==> config.mk <==
export PLATFORM = sky130hd
export DESIGN_NAME = deadline_task_table
export DESIGN_NICKNAME = d
export VERILOG_FILES = /design/src/hdl/dtt_pkg.sv /design/src/hdl/dtt_ram.sv /design/src/hdl/deadline_task_table.sv
export SDC_FILE = /design/constraint.sdc
export NUM_CORES = 2
export LEC_CHECK = 0
export BUFFER_PORTS_ARGS = -buffer_cell sky130_fd_sc_hd__buf_4
export CAP_MARGIN = 20
export CORE_ASPECT_RATIO = 1.25
export CORE_MARGIN = 1.5
export CORE_UTILIZATION = 40
export DETAILED_ROUTE_END_ITERATION = 10
export HOLD_SLACK_MARGIN = 0.12
export RECOVER_POWER = 50
export SLEW_MARGIN = 15
export SYNTH_ARGS = -nofsm -noshare
export SYNTH_HDL_FRONTEND = slang
export SYNTH_HIERARCHICAL = 1
export SYNTH_SLANG_ARGS = --single-unit
==> constraint.sdc <==
create_clock -name clk -period 6.9 [get_ports clk]
set_input_delay 0 -clock clk [delete_from_list [all_inputs] [get_ports clk]]
set_output_delay 0 -clock clk [all_outputs]
set_load 0.1 [all_outputs]
==> src/hdl/dtt_pkg.sv <==
package dtt_pkg;

  // Table geometry
  localparam int DEPTH     = 32;
  localparam int TIME_BITS = 41;
  localparam int ADDR_W    = (DEPTH > 1) ? $clog2(DEPTH) : 1;
  localparam int COUNT_W   = $clog2(DEPTH + 1);

  // Field widths
  localparam int TAG_W   = 16;
  localparam int DELAY_W = 32;
  localparam int NOW_W   = 40;
  localparam int OCC_W   = 6;

  // Operation codes
  typedef enum logic [1:0] {
    FN_APPEND = 2'd0,
    FN_ERASE  = 2'd1,
    FN_PRUNE  = 2'd2
  } func_t;

  // Result kinds
  typedef enum logic [1:0] {
    KIND_APPEND  = 2'd0,
    KIND_ERASE   = 2'd1,
    KIND_EXPIRED = 2'd2,
    KIND_NONE    = 2'd3
  } kind_t;

  typedef struct packed {
    logic [1:0]         func;
    logic [TAG_W-1:0]   tag;
    logic [DELAY_W-1:0] ttl_ms;
    logic [NOW_W-1:0]   now_ms;
  } in_item_t;

  typedef struct packed {
    logic [1:0]       kind;
    logic             ok;
    logic [TAG_W-1:0] expired_tag;
    logic             last;
    logic [OCC_W-1:0] occupancy;
  } out_item_t;

  // One stored task
  typedef struct packed {
    logic [TAG_W-1:0]     tag;
    logic [TIME_BITS-1:0] deadline;
  } entry_t;

endpackage

==> src/hdl/dtt_ram.sv <==
module dtt_ram #(
  parameter int WIDTH = 8,
  parameter int DEPTH = 16
) (
  input  logic                                       clk,
  input  logic                                       we,
  input  logic [((DEPTH > 1) ? $clog2(DEPTH) : 1)-1:0] waddr,
  input  logic [WIDTH-1:0]                           wdata,
  input  logic [((DEPTH > 1) ? $clog2(DEPTH) : 1)-1:0] raddr,
  output logic [WIDTH-1:0]                           rdata
);

  logic [WIDTH-1:0] mem [DEPTH];

  // One write port, one registered read port
  always_ff @(posedge clk) begin
    if (we) begin
      mem[waddr] <= wdata;
    end
    rdata <= mem[raddr];
  end

endmodule

==> src/hdl/deadline_task_table.sv <==
// Deadline task table: an ordered list of up to DEPTH pending tasks.
// Input channel (in_valid/in_ready/in_data) takes one command per transfer:
// append a tag with deadline now_ms + ttl_ms, erase the first entry with
// a tag, or prune every entry whose deadline is strictly before now_ms.
// Result channel (out_valid/out_ready/out_data) gives one status per append
// or erase; prune gives one result per expired entry (the final one marked
// with last) or a single "none" result. Opcode 3 is dropped silently.
// Erase and prune walk the table through one RAM read port, reading each held
// entry, then comparing and compacting it.
// One shared 41-bit adder forms append deadlines and prune compares.
// in_ready is high only while the sequencer is idle; a finished result may
// still sit in the output register while the next command is taken.
// A stalled receiver holds the output register; a prune scan waits on it to flush an expired entry.
// Reset empties the table at once; no clearing pass is needed.
module deadline_task_table
  import dtt_pkg::*;
(
  input  logic      clk,
  input  logic      rst_n,
  input  logic      in_valid,
  output logic      in_ready,
  input  in_item_t  in_data,
  output logic      out_valid,
  input  logic      out_ready,
  output out_item_t out_data
);

  typedef enum logic [4:0] {
    S_IDLE = 5'b00001,
    S_APP  = 5'b00010,
    S_RD   = 5'b00100,
    S_EV   = 5'b01000,
    S_FIN  = 5'b10000
  } state_t;

  state_t               state_r, state_nxt;
  in_item_t             item_r;
  logic [COUNT_W-1:0]   cnt_r, cnt_nxt;
  logic [COUNT_W-1:0]   lim_r, lim_nxt;
  logic [COUNT_W-1:0]   rd_r, rd_nxt;
  logic [COUNT_W-1:0]   wr_r, wr_nxt;
  logic                 found_r, found_nxt;
  logic                 pend_r, pend_nxt;
  logic [TAG_W-1:0]     pend_tag_r, pend_tag_nxt;
  logic [COUNT_W-1:0]   pend_occ_r, pend_occ_nxt;
  logic                 out_valid_r;
  out_item_t            out_data_r;

  logic                 emit;
  out_item_t            emit_data;
  logic                 out_free;

  logic                 ram_we;
  logic [ADDR_W-1:0]    ram_waddr;
  entry_t               ram_wdata;
  entry_t               ram_rdata;

  logic [TIME_BITS-1:0] alu_a, alu_b;
  logic                 alu_sub;
  logic [TIME_BITS:0]   alu_sum;
  logic                 expired;
  logic                 tag_hit;
  logic                 is_prune;

  dtt_ram #(
    .WIDTH ($bits(entry_t)),
    .DEPTH (DEPTH)
  ) u_ram (
    .clk   (clk),
    .we    (ram_we),
    .waddr (ram_waddr),
    .wdata (ram_wdata),
    .raddr (rd_r[ADDR_W-1:0]),
    .rdata (ram_rdata)
  );

  // Shared adder: now + ttl for append, deadline - now for prune
  always_comb begin
    alu_sub = (state_r != S_APP);
    if (alu_sub) begin
      alu_a = ram_rdata.deadline;
      alu_b = TIME_BITS'(item_r.now_ms);
    end else begin
      alu_a = TIME_BITS'(item_r.now_ms);
      alu_b = TIME_BITS'(item_r.ttl_ms);
    end
    alu_sum = {1'b0, alu_a} + {1'b0, alu_b ^ {TIME_BITS{alu_sub}}}
              + (TIME_BITS + 1)'(alu_sub);
  end

  // No carry out of the subtract means deadline < now
  assign expired  = !alu_sum[TIME_BITS];
  assign tag_hit  = !found_r && (ram_rdata.tag == item_r.tag);
  assign is_prune = (item_r.func == FN_PRUNE);
  assign out_free = !out_valid_r || out_ready;
  assign in_ready = (state_r == S_IDLE);

  // Sequencer
  always_comb begin
    state_nxt    = state_r;
    cnt_nxt      = cnt_r;
    lim_nxt      = lim_r;
    rd_nxt       = rd_r;
    wr_nxt       = wr_r;
    found_nxt    = found_r;
    pend_nxt     = pend_r;
    pend_tag_nxt = pend_tag_r;
    pend_occ_nxt = pend_occ_r;
    ram_we       = 1'b0;
    ram_waddr    = wr_r[ADDR_W-1:0];
    ram_wdata    = ram_rdata;
    emit         = 1'b0;
    emit_data    = '0;

    unique case (state_r)
      S_IDLE: begin
        if (in_valid) begin
          rd_nxt    = '0;
          wr_nxt    = '0;
          found_nxt = 1'b0;
          pend_nxt  = 1'b0;
          lim_nxt   = cnt_r;
          unique case (in_data.func) inside
            FN_APPEND: state_nxt = S_APP;
            FN_ERASE, FN_PRUNE: state_nxt = (cnt_r == '0) ? S_FIN : S_RD;
            default: state_nxt = S_IDLE;
          endcase
        end
      end

      S_APP: begin
        if (out_free) begin
          emit_data.kind = KIND_APPEND;
          emit_data.last = 1'b1;
          if (cnt_r < COUNT_W'(DEPTH)) begin
            ram_we         = 1'b1;
            ram_waddr      = cnt_r[ADDR_W-1:0];
            ram_wdata.tag      = item_r.tag;
            ram_wdata.deadline = alu_sum[TIME_BITS-1:0];
            cnt_nxt        = cnt_r + 1'b1;
            emit_data.ok   = 1'b1;
          end
          emit_data.occupancy = OCC_W'(cnt_nxt);
          emit      = 1'b1;
          state_nxt = S_IDLE;
        end
      end

      S_RD: begin
        state_nxt = S_EV;
      end

      S_EV: begin
        if (is_prune && expired) begin
          // Hold the newest expired entry; flush the older one first
          if (!pend_r || out_free) begin
            if (pend_r) begin
              emit                = 1'b1;
              emit_data.kind      = KIND_EXPIRED;
              emit_data.expired_tag = pend_tag_r;
              emit_data.occupancy = OCC_W'(pend_occ_r);
            end
            pend_nxt     = 1'b1;
            pend_tag_nxt = ram_rdata.tag;
            pend_occ_nxt = cnt_r - 1'b1;
            cnt_nxt      = cnt_r - 1'b1;
            rd_nxt       = rd_r + 1'b1;
            state_nxt    = (rd_nxt == lim_r) ? S_FIN : S_RD;
          end
        end else if (!is_prune && tag_hit) begin
          found_nxt = 1'b1;
          cnt_nxt   = cnt_r - 1'b1;
          rd_nxt    = rd_r + 1'b1;
          state_nxt = (rd_nxt == lim_r) ? S_FIN : S_RD;
        end else begin
          // Kept entry moves down to the compaction pointer
          ram_we    = 1'b1;
          wr_nxt    = wr_r + 1'b1;
          rd_nxt    = rd_r + 1'b1;
          state_nxt = (rd_nxt == lim_r) ? S_FIN : S_RD;
        end
      end

      S_FIN: begin
        if (out_free) begin
          emit           = 1'b1;
          emit_data.last = 1'b1;
          if (!is_prune) begin
            emit_data.kind      = KIND_ERASE;
            emit_data.ok        = found_r;
            emit_data.occupancy = OCC_W'(cnt_r);
          end else if (pend_r) begin
            emit_data.kind        = KIND_EXPIRED;
            emit_data.expired_tag = pend_tag_r;
            emit_data.occupancy   = OCC_W'(pend_occ_r);
          end else begin
            emit_data.kind      = KIND_NONE;
            emit_data.occupancy = OCC_W'(cnt_r);
          end
          pend_nxt  = 1'b0;
          state_nxt = S_IDLE;
        end
      end

      default: state_nxt = S_IDLE;
    endcase
  end

  // Control state
  always_ff @(posedge clk) begin
    if (!rst_n) begin
      state_r <= S_IDLE;
      cnt_r   <= '0;
      found_r <= 1'b0;
      pend_r  <= 1'b0;
    end else begin
      state_r <= state_nxt;
      cnt_r   <= cnt_nxt;
      found_r <= found_nxt;
      pend_r  <= pend_nxt;
    end
  end

  // Scan pointers and held command
  always_ff @(posedge clk) begin
    lim_r      <= lim_nxt;
    rd_r       <= rd_nxt;
    wr_r       <= wr_nxt;
    pend_tag_r <= pend_tag_nxt;
    pend_occ_r <= pend_occ_nxt;
    if (in_valid && in_ready) begin
      item_r <= in_data;
    end
  end

  // Output register
  always_ff @(posedge clk) begin
    if (!rst_n) begin
      out_valid_r <= 1'b0;
    end else if (emit) begin
      out_valid_r <= 1'b1;
    end else if (out_ready) begin
      out_valid_r <= 1'b0;
    end
  end

  always_ff @(posedge clk) begin
    if (emit) begin
      out_data_r <= emit_data;
    end
  end

  assign out_valid = out_valid_r;
  assign out_data  = out_data_r;

endmodule

# Word level (Yosys, flattened, before mapping)
# Memories as Yosys holds them, arrays and structs flattened. A register that Yosys moved wholly into a read port is not among the register bits.
# Index checks and enable logic that the tools add are counted.
[totals]
register_bits = 170
elab_cells = 151
out_inout_bits = 28
mem_count = 1
input_bits = 94
mem_bits_rw = 1824
[classes]
n_eq_ne = 22
bitwise = 1
reduce_logical = 27
mux = 74
n_addsub = 6
order_cmp = 1
[memory_table]
columns = ["name", "words", "width", "read_ports", "rd_ports_with_merged_regs", "write_ports", "line_no", "text"]
rows = [
  ["u_ram.mem", 32, 57, 1, 1, 1, "dtt_ram.sv:13", "logic [WIDTH-1:0] mem [DEPTH];"],
]
[ops]
columns = ["op", "count"]
rows = [
  ["$mux 57", 3],
  ["$mux 6", 15],
  ["$mux 16", 4],
  ["$mux 5", 9],
  ["$add 41x41->42", 1],
  ["$add 42x1->42", 1],
  ["$mux 41", 1],
  ["$xor 41x41->41", 1],
  ["$mux 40", 1],
  ["$pmux 6 s2", 3],
  ["$pmux 16 s2", 1],
  ["$mux 26", 1],
  ["$mux 1", 21],
  ["$pmux 5 s4", 1],
  ["$add 6x1->6 const B", 3],
  ["$pmux 6 s3", 1],
  ["$eq 16x16->1", 1],
  ["$ne 2x2->1 const B", 8],
  ["$reduce_and 4->1", 3],
  ["$pmux 1 s2", 5],
  ["$pmux 5 s2", 1],
  ["$reduce_and 3->1", 3],
  ["$mux 2", 4],
  ["$mux 7", 1],
  ["25 further kinds", 38],
]

# Logic depth before layout (Yosys ltp)
[depth]
ltp_word = 11
ltp_mapped = 20
mapped_depth_nobuf = 15

# Hierarchy
# The synthesis kept the hierarchy.
[modules_own_cells]
columns = ["module", "area_each_um2", "seq_area_each_um2", "instances", "cells_each"]
rows = [
  ["dtt_ram", 72125.4, 55913.6, 1, 3985],
  ["deadline_task_table", 10018.4, 4934.7, 1, 1072],
]

# Worst setup path after synthesis
# Ideal clock, no wire load.
[synth_path]
kind = "register to register"
from = "register state_r[2]"
to = "memory u_ram/mem[28][0] (netlist bit) (enable)"
path_slack_ns = -0.306
setup_time_ns = 0.472
path_buffers = 4
synth_period_minus_slack_ns = 7.206
path_stages_with_launch = 20
t_required_ns = 6.428
t_arrival_ns = 6.734
path_cell_list = "dfxtp_1 > or3_4 > or2_2 > buf_2 > clkbuf_1 > clkbuf_1 > nand2_1 > nand2_1 > ha_1 > nand4_1 > or4_4 > and3_4 > a211oi_2 > or3b_4 > a31oi_4 > or2_2 > nand2_1 > or3b_2 > clkbuf_1 > nor2_1"
[synth_between]
elab_chain_cells = 11
word_cells_on_any_way = 15
cone_classes = "2 x add/sub; 3 x eq/ne; 7 x mux; 1 x bitwise; 2 x reduce/logical"
[synth_lines]
columns = ["element", "line_no", "text"]
rows = [
  ["from (decl)", "deadline_task_table.sv:36", "state_t state_r, state_nxt;"],
  ["from (signal assigned)", "deadline_task_table.sv:217", "state_r <= state_nxt;"],
  ["$ne 5x2->1", "deadline_task_table.sv:79", "alu_sub = (state_r != S_APP);"],
  ["$mux 40", "deadline_task_table.sv:80", "if (alu_sub) begin"],
  ["$xor 41x41->41", "deadline_task_table.sv:87", "alu_sum = {1'b0, alu_a} + {1'b0, alu_b ^ {TIME_BITS{alu_sub}}}"],
  ["$add 41x41->42", "deadline_task_table.sv:87", ""],
  ["$add 42x1->42", "deadline_task_table.sv:88", "+ (TIME_BITS + 1)'(alu_sub);"],
  ["$logic_not 1->1", "deadline_task_table.sv:92", "assign expired = !alu_sum[TIME_BITS];"],
  ["$logic_and 1x1->1", "deadline_task_table.sv:154", "if (is_prune && expired) begin"],
  ["$mux 1", "deadline_task_table.sv:154", ""],
  ["$pmux 1 s2 (*)", "deadline_task_table.sv:115", "unique case (state_r)"],
  ["named net ram_we", "deadline_task_table.sv:53", "logic ram_we;"],
  ["$mux 1 (*)", "dtt_ram.sv:17", "if (we) begin"],
  ["$mux 1 (implied by the code) (*)", "dtt_ram.sv:18", "mem[waddr] <= wdata;"],
  ["to (decl)", "dtt_ram.sv:13", ""],
]
# The timed path passes the listed nets; every way through them passes the cells marked *.

# Final worst setup path
[layout_path]
from = "register state_r[3]"
to = "memory u_ram/mem[17][7] (netlist bit) (enable)"
# The elaborated chain is that of the path after synthesis.

==> flow_summary.json <==
{
  "viasPerCell": 5.54,
  "drv_cap": 20,
  "drc": 0,
  "critPathCaptureType": "register",
  "post-route-util_pct": 46.3,
  "synth_top_area_cell": "edfxtp_1",
  "path_max_fanout": 58,
  "postCtsSetupRepairBufs": 0,
  "cts_inserted_buffers": 198,
  "insertion_delay_ns": 0.88,
  "multi_input_area_um2": 19800,
  "relSlewSlack_pct": -188,
  "worst_slew_pin_slew_ns": 4.32,
  "avgRoutedWirePerCell_um": 26.8,
  "stdcell_count": 8312,
  "antenna_found_initial": 5,
  "synth_fp_nets": 5198,
  "synthTopCellsByArea": "edfxtp_1 72%, mux2i_1 11%, nand2_1 2.0%, dfxtp_1 1.7%, a22oi_1 1.6%",
  "place_area_um2": 86400,
  "routabilityCongestion": 0.894,
  "synthTopCellsByCount": "1,979 x edfxtp_1, 914 x mux2i_1, 437 x nand2_1",
  "htree_levels": 4,
  "dieArea_um2": 208000,
  "synthArstFlopShare_pct": 0,
  "via_count": 46000,
  "final_antenna_net_count": 0,
  "synth-edff-count": 1979,
  "synth_top_area_share_pct": 72.3,
  "grt_setup_unrepaired": "false",
  "cts_max_path_buffers": 3,
  "final_area_um2": 94400,
  "finClkSkew_ns": 0.106,
  "grt_pass1_wl_mm": 321,
  "drive_above_1_share_pct": 9.79,
  "critical_path_class": "reg2reg",
  "drtIter0Drc": 4573,
  "row_count": 185,
  "ff2ff_setup_slack_ns": 0.35,
  "p_leak_nw": 32.3,
  "fillers": 17400,
  "syn_inst": 5057,
  "dr.pass1.iters": 6,
  "cp.arrival_ns": 7.00,
  "start_kind": "register",
  "yosysSeqAreaShare_pct": 74.1,
  "synth.most_common_cell": "edfxtp_1",
  "final_max_slew_viol_count": 899,
  "wl_mm": 223,
  "clkTransAtPathRegs_ns": 0.07,
  "grt_max_degree": 125,
  "status": "finished with violations",
  "coreArea_um2": 204000,
  "die_y_um": 510,
  "ys_seq_elements": 2050,
  "mappedNetlistArea_um2": 82100,
  "synth.yosys.warnings": 6,
  "ys_types": 70,
  "grt.overflow.total": 0,
  "cts_tree": "built",
  "die_x_um": 408,
  "hold_path.class": "in2reg",
  "synth_flop_cell": "edfxtp_1",
  "violations": "max-capacitance violations, max-slew violations",
  "numClockSinks": 2050,
  "dp.cells": 7752,
  "peakVddDrop_uv": 215,
  "post-route-period-util_pct": 94.9,
  "seq_area_um2": 60800,
  "finalSetupViolations": 0,
  "ios": 122,
  "final_nets": 5574,
  "hold_viol_final": 0,
  "root_buffer": "clkbuf_16",
  "syn_area_per_cell_um2": 16.2,
  "hpwlAfterDp_mm": 130,
  "grt_pass1_vias": 45400,
  "start_util_pct": 40.3,
  "min_period_ns": 6.55,
  "fmax_ghz": 0.153,
  "numPortBuffers": 121,
  "areaGrowthSynthToFinish_pct": 14.9,
  "groute.usage.overall_pct": 21.1,
  "power_density_nw_per_um2": 313,
  "critPathRequiredTime_ns": 7.35
}
-- registers in the layout (all words and copies together) (netlist names) --
| signal | flops |
|---|---|
| state_r | 5 |
| u_ram/mem | 1824 |
| wr_r | 5 |
| pend_occ_r | 6 |
| lim_r | 6 |
| cnt_r | 6 |
| pend_tag_r | 16 |
| found_r | 1 |
| out_data | 26 |
| rd_r | 6 |
| pend_r | 1 |
| u_ram/rdata | 57 |
| out_valid | 1 |
| item_r | 90 |
-- worst max-delay path, stage by stage, from the launching register on --
cell and delay (ns):
dfxtp_1 0.37, or3_4 0.45, or2_4 0.36, buf_12 0.19, buf_4 0.24, nor2_1 0.11
a21oi_1 0.05, ha_1 0.38, and2_1 0.26, nand3_1 0.14, a211oi_2 0.44, or3b_1 0.23
a31oi_4 0.15, or2_2 0.35, nand2_1 0.13, nand3b_1 0.41, nor2_4 0.84, buf_4 0.86
-- metal layers --
layer | GRT usage (%) | part of all wire (%) | up-vias
met4 | 7.35 | 3.3 | 2
met1 | 27.6 | 42 | 23800
met3 | 2.63 | 5.1 | 321
li1 | - | - | 20400
met5 | 0 | 0.0081 | -
met2 | 36.1 | 50 | 1520
-- cell type report --
cell class,count,area share (%)
Sequential cell,2050,64.5
Clock inverter,108,1.16
Antenna cell,2,0.00530
Inverter,14,0.0570
Clock buffer,258,5.67
Multi-Input combinational cell,2713,20.9
Timing Repair Buffer,456,4.11
Tap cell,2711,3.59
-- metrics by stage --
| step | setup WS, ns | setup TNS (ns) | power, W | hold slack, ns |
|---|---|---|---|---|
| 2_1_floorplan | -0.306 | -137.70 | 0.0174 | 0.0786 |
| 3_3_place_gp | 0.313 | 0 | 0.0189 | 0.178 |
| 3_5_place_dp | 0.485 | 0 | 0.0190 | 0.179 |
| 4_1_cts | 0.375 | 0 | 0.0297 | 0.125 |
| 6_report | 0.351 | 0 | 0.0295 | 0.231 |
| 5_1_grt | 0.163 | 0 | 0.0304 | 0.229 |
-- worst paths after layout --
path,cells after the start,start,end
setup / recovery,17,state_r[3]$_SDFFE_PN0P_,u_ram/mem[17][7]$_DFFE_PP_
hold / removal,5,out_ready,out_data[6]$_DFFE_PP_
setup reg to reg,17,state_r[3]$_SDFFE_PN0P_,u_ram/mem[17][7]$_DFFE_PP_
hold reg to reg,0,u_ram/rdata[52]$_DFF_P_,pend_tag_r[11]$_DFFE_PP_
-- logic make-up after synthesis --
family	count (synthesis)	synth area share (%)
AO/OA/AOI/OAI	751	6.03
XOR/XNOR	74	0.789
buffers and inverters	294	2.21
flip-flops	2050	74.1
adder cells (fa/ha/maj)	47	0.725
AND/OR/NAND/NOR	925	5.01
multiplexers	916	11.2
-- repair_timing --
action / CTS / global route
hold endpoints to repair: 163 / 0
endpoints found under the setup margin: 0 / 0
gates resized for setup: 0 / 0
hold buffers: 188 / 0
-- power breakdown --
group	switching (W)	internal [W]	leakage (nW)
Combinational	0.00281	0.00118	10.7
Sequential	0.000184	0.0146	18.5
Clock	0.00476	0.00593	3.14
Total	0.00776	0.0217	32.3
-- layout by cell type, fill, tap and decap left out, drive strengths merged, types with 28 or more instances in the layout --
cell and n:
a22oi 172, nand3 193, nor3 68, a31oi 71, a22o 114, mux2i 915, nor2 123, nand2 438
edfxtp 1979, clkbuf 429, dfxtp 71, clkinv 83, buf 97, xnor2 28, dlygate4sd3 188, a21oi 257
o21ai 67, ha 46, xor2 46
No activity file was read; power rests on OpenSTA's default activity.
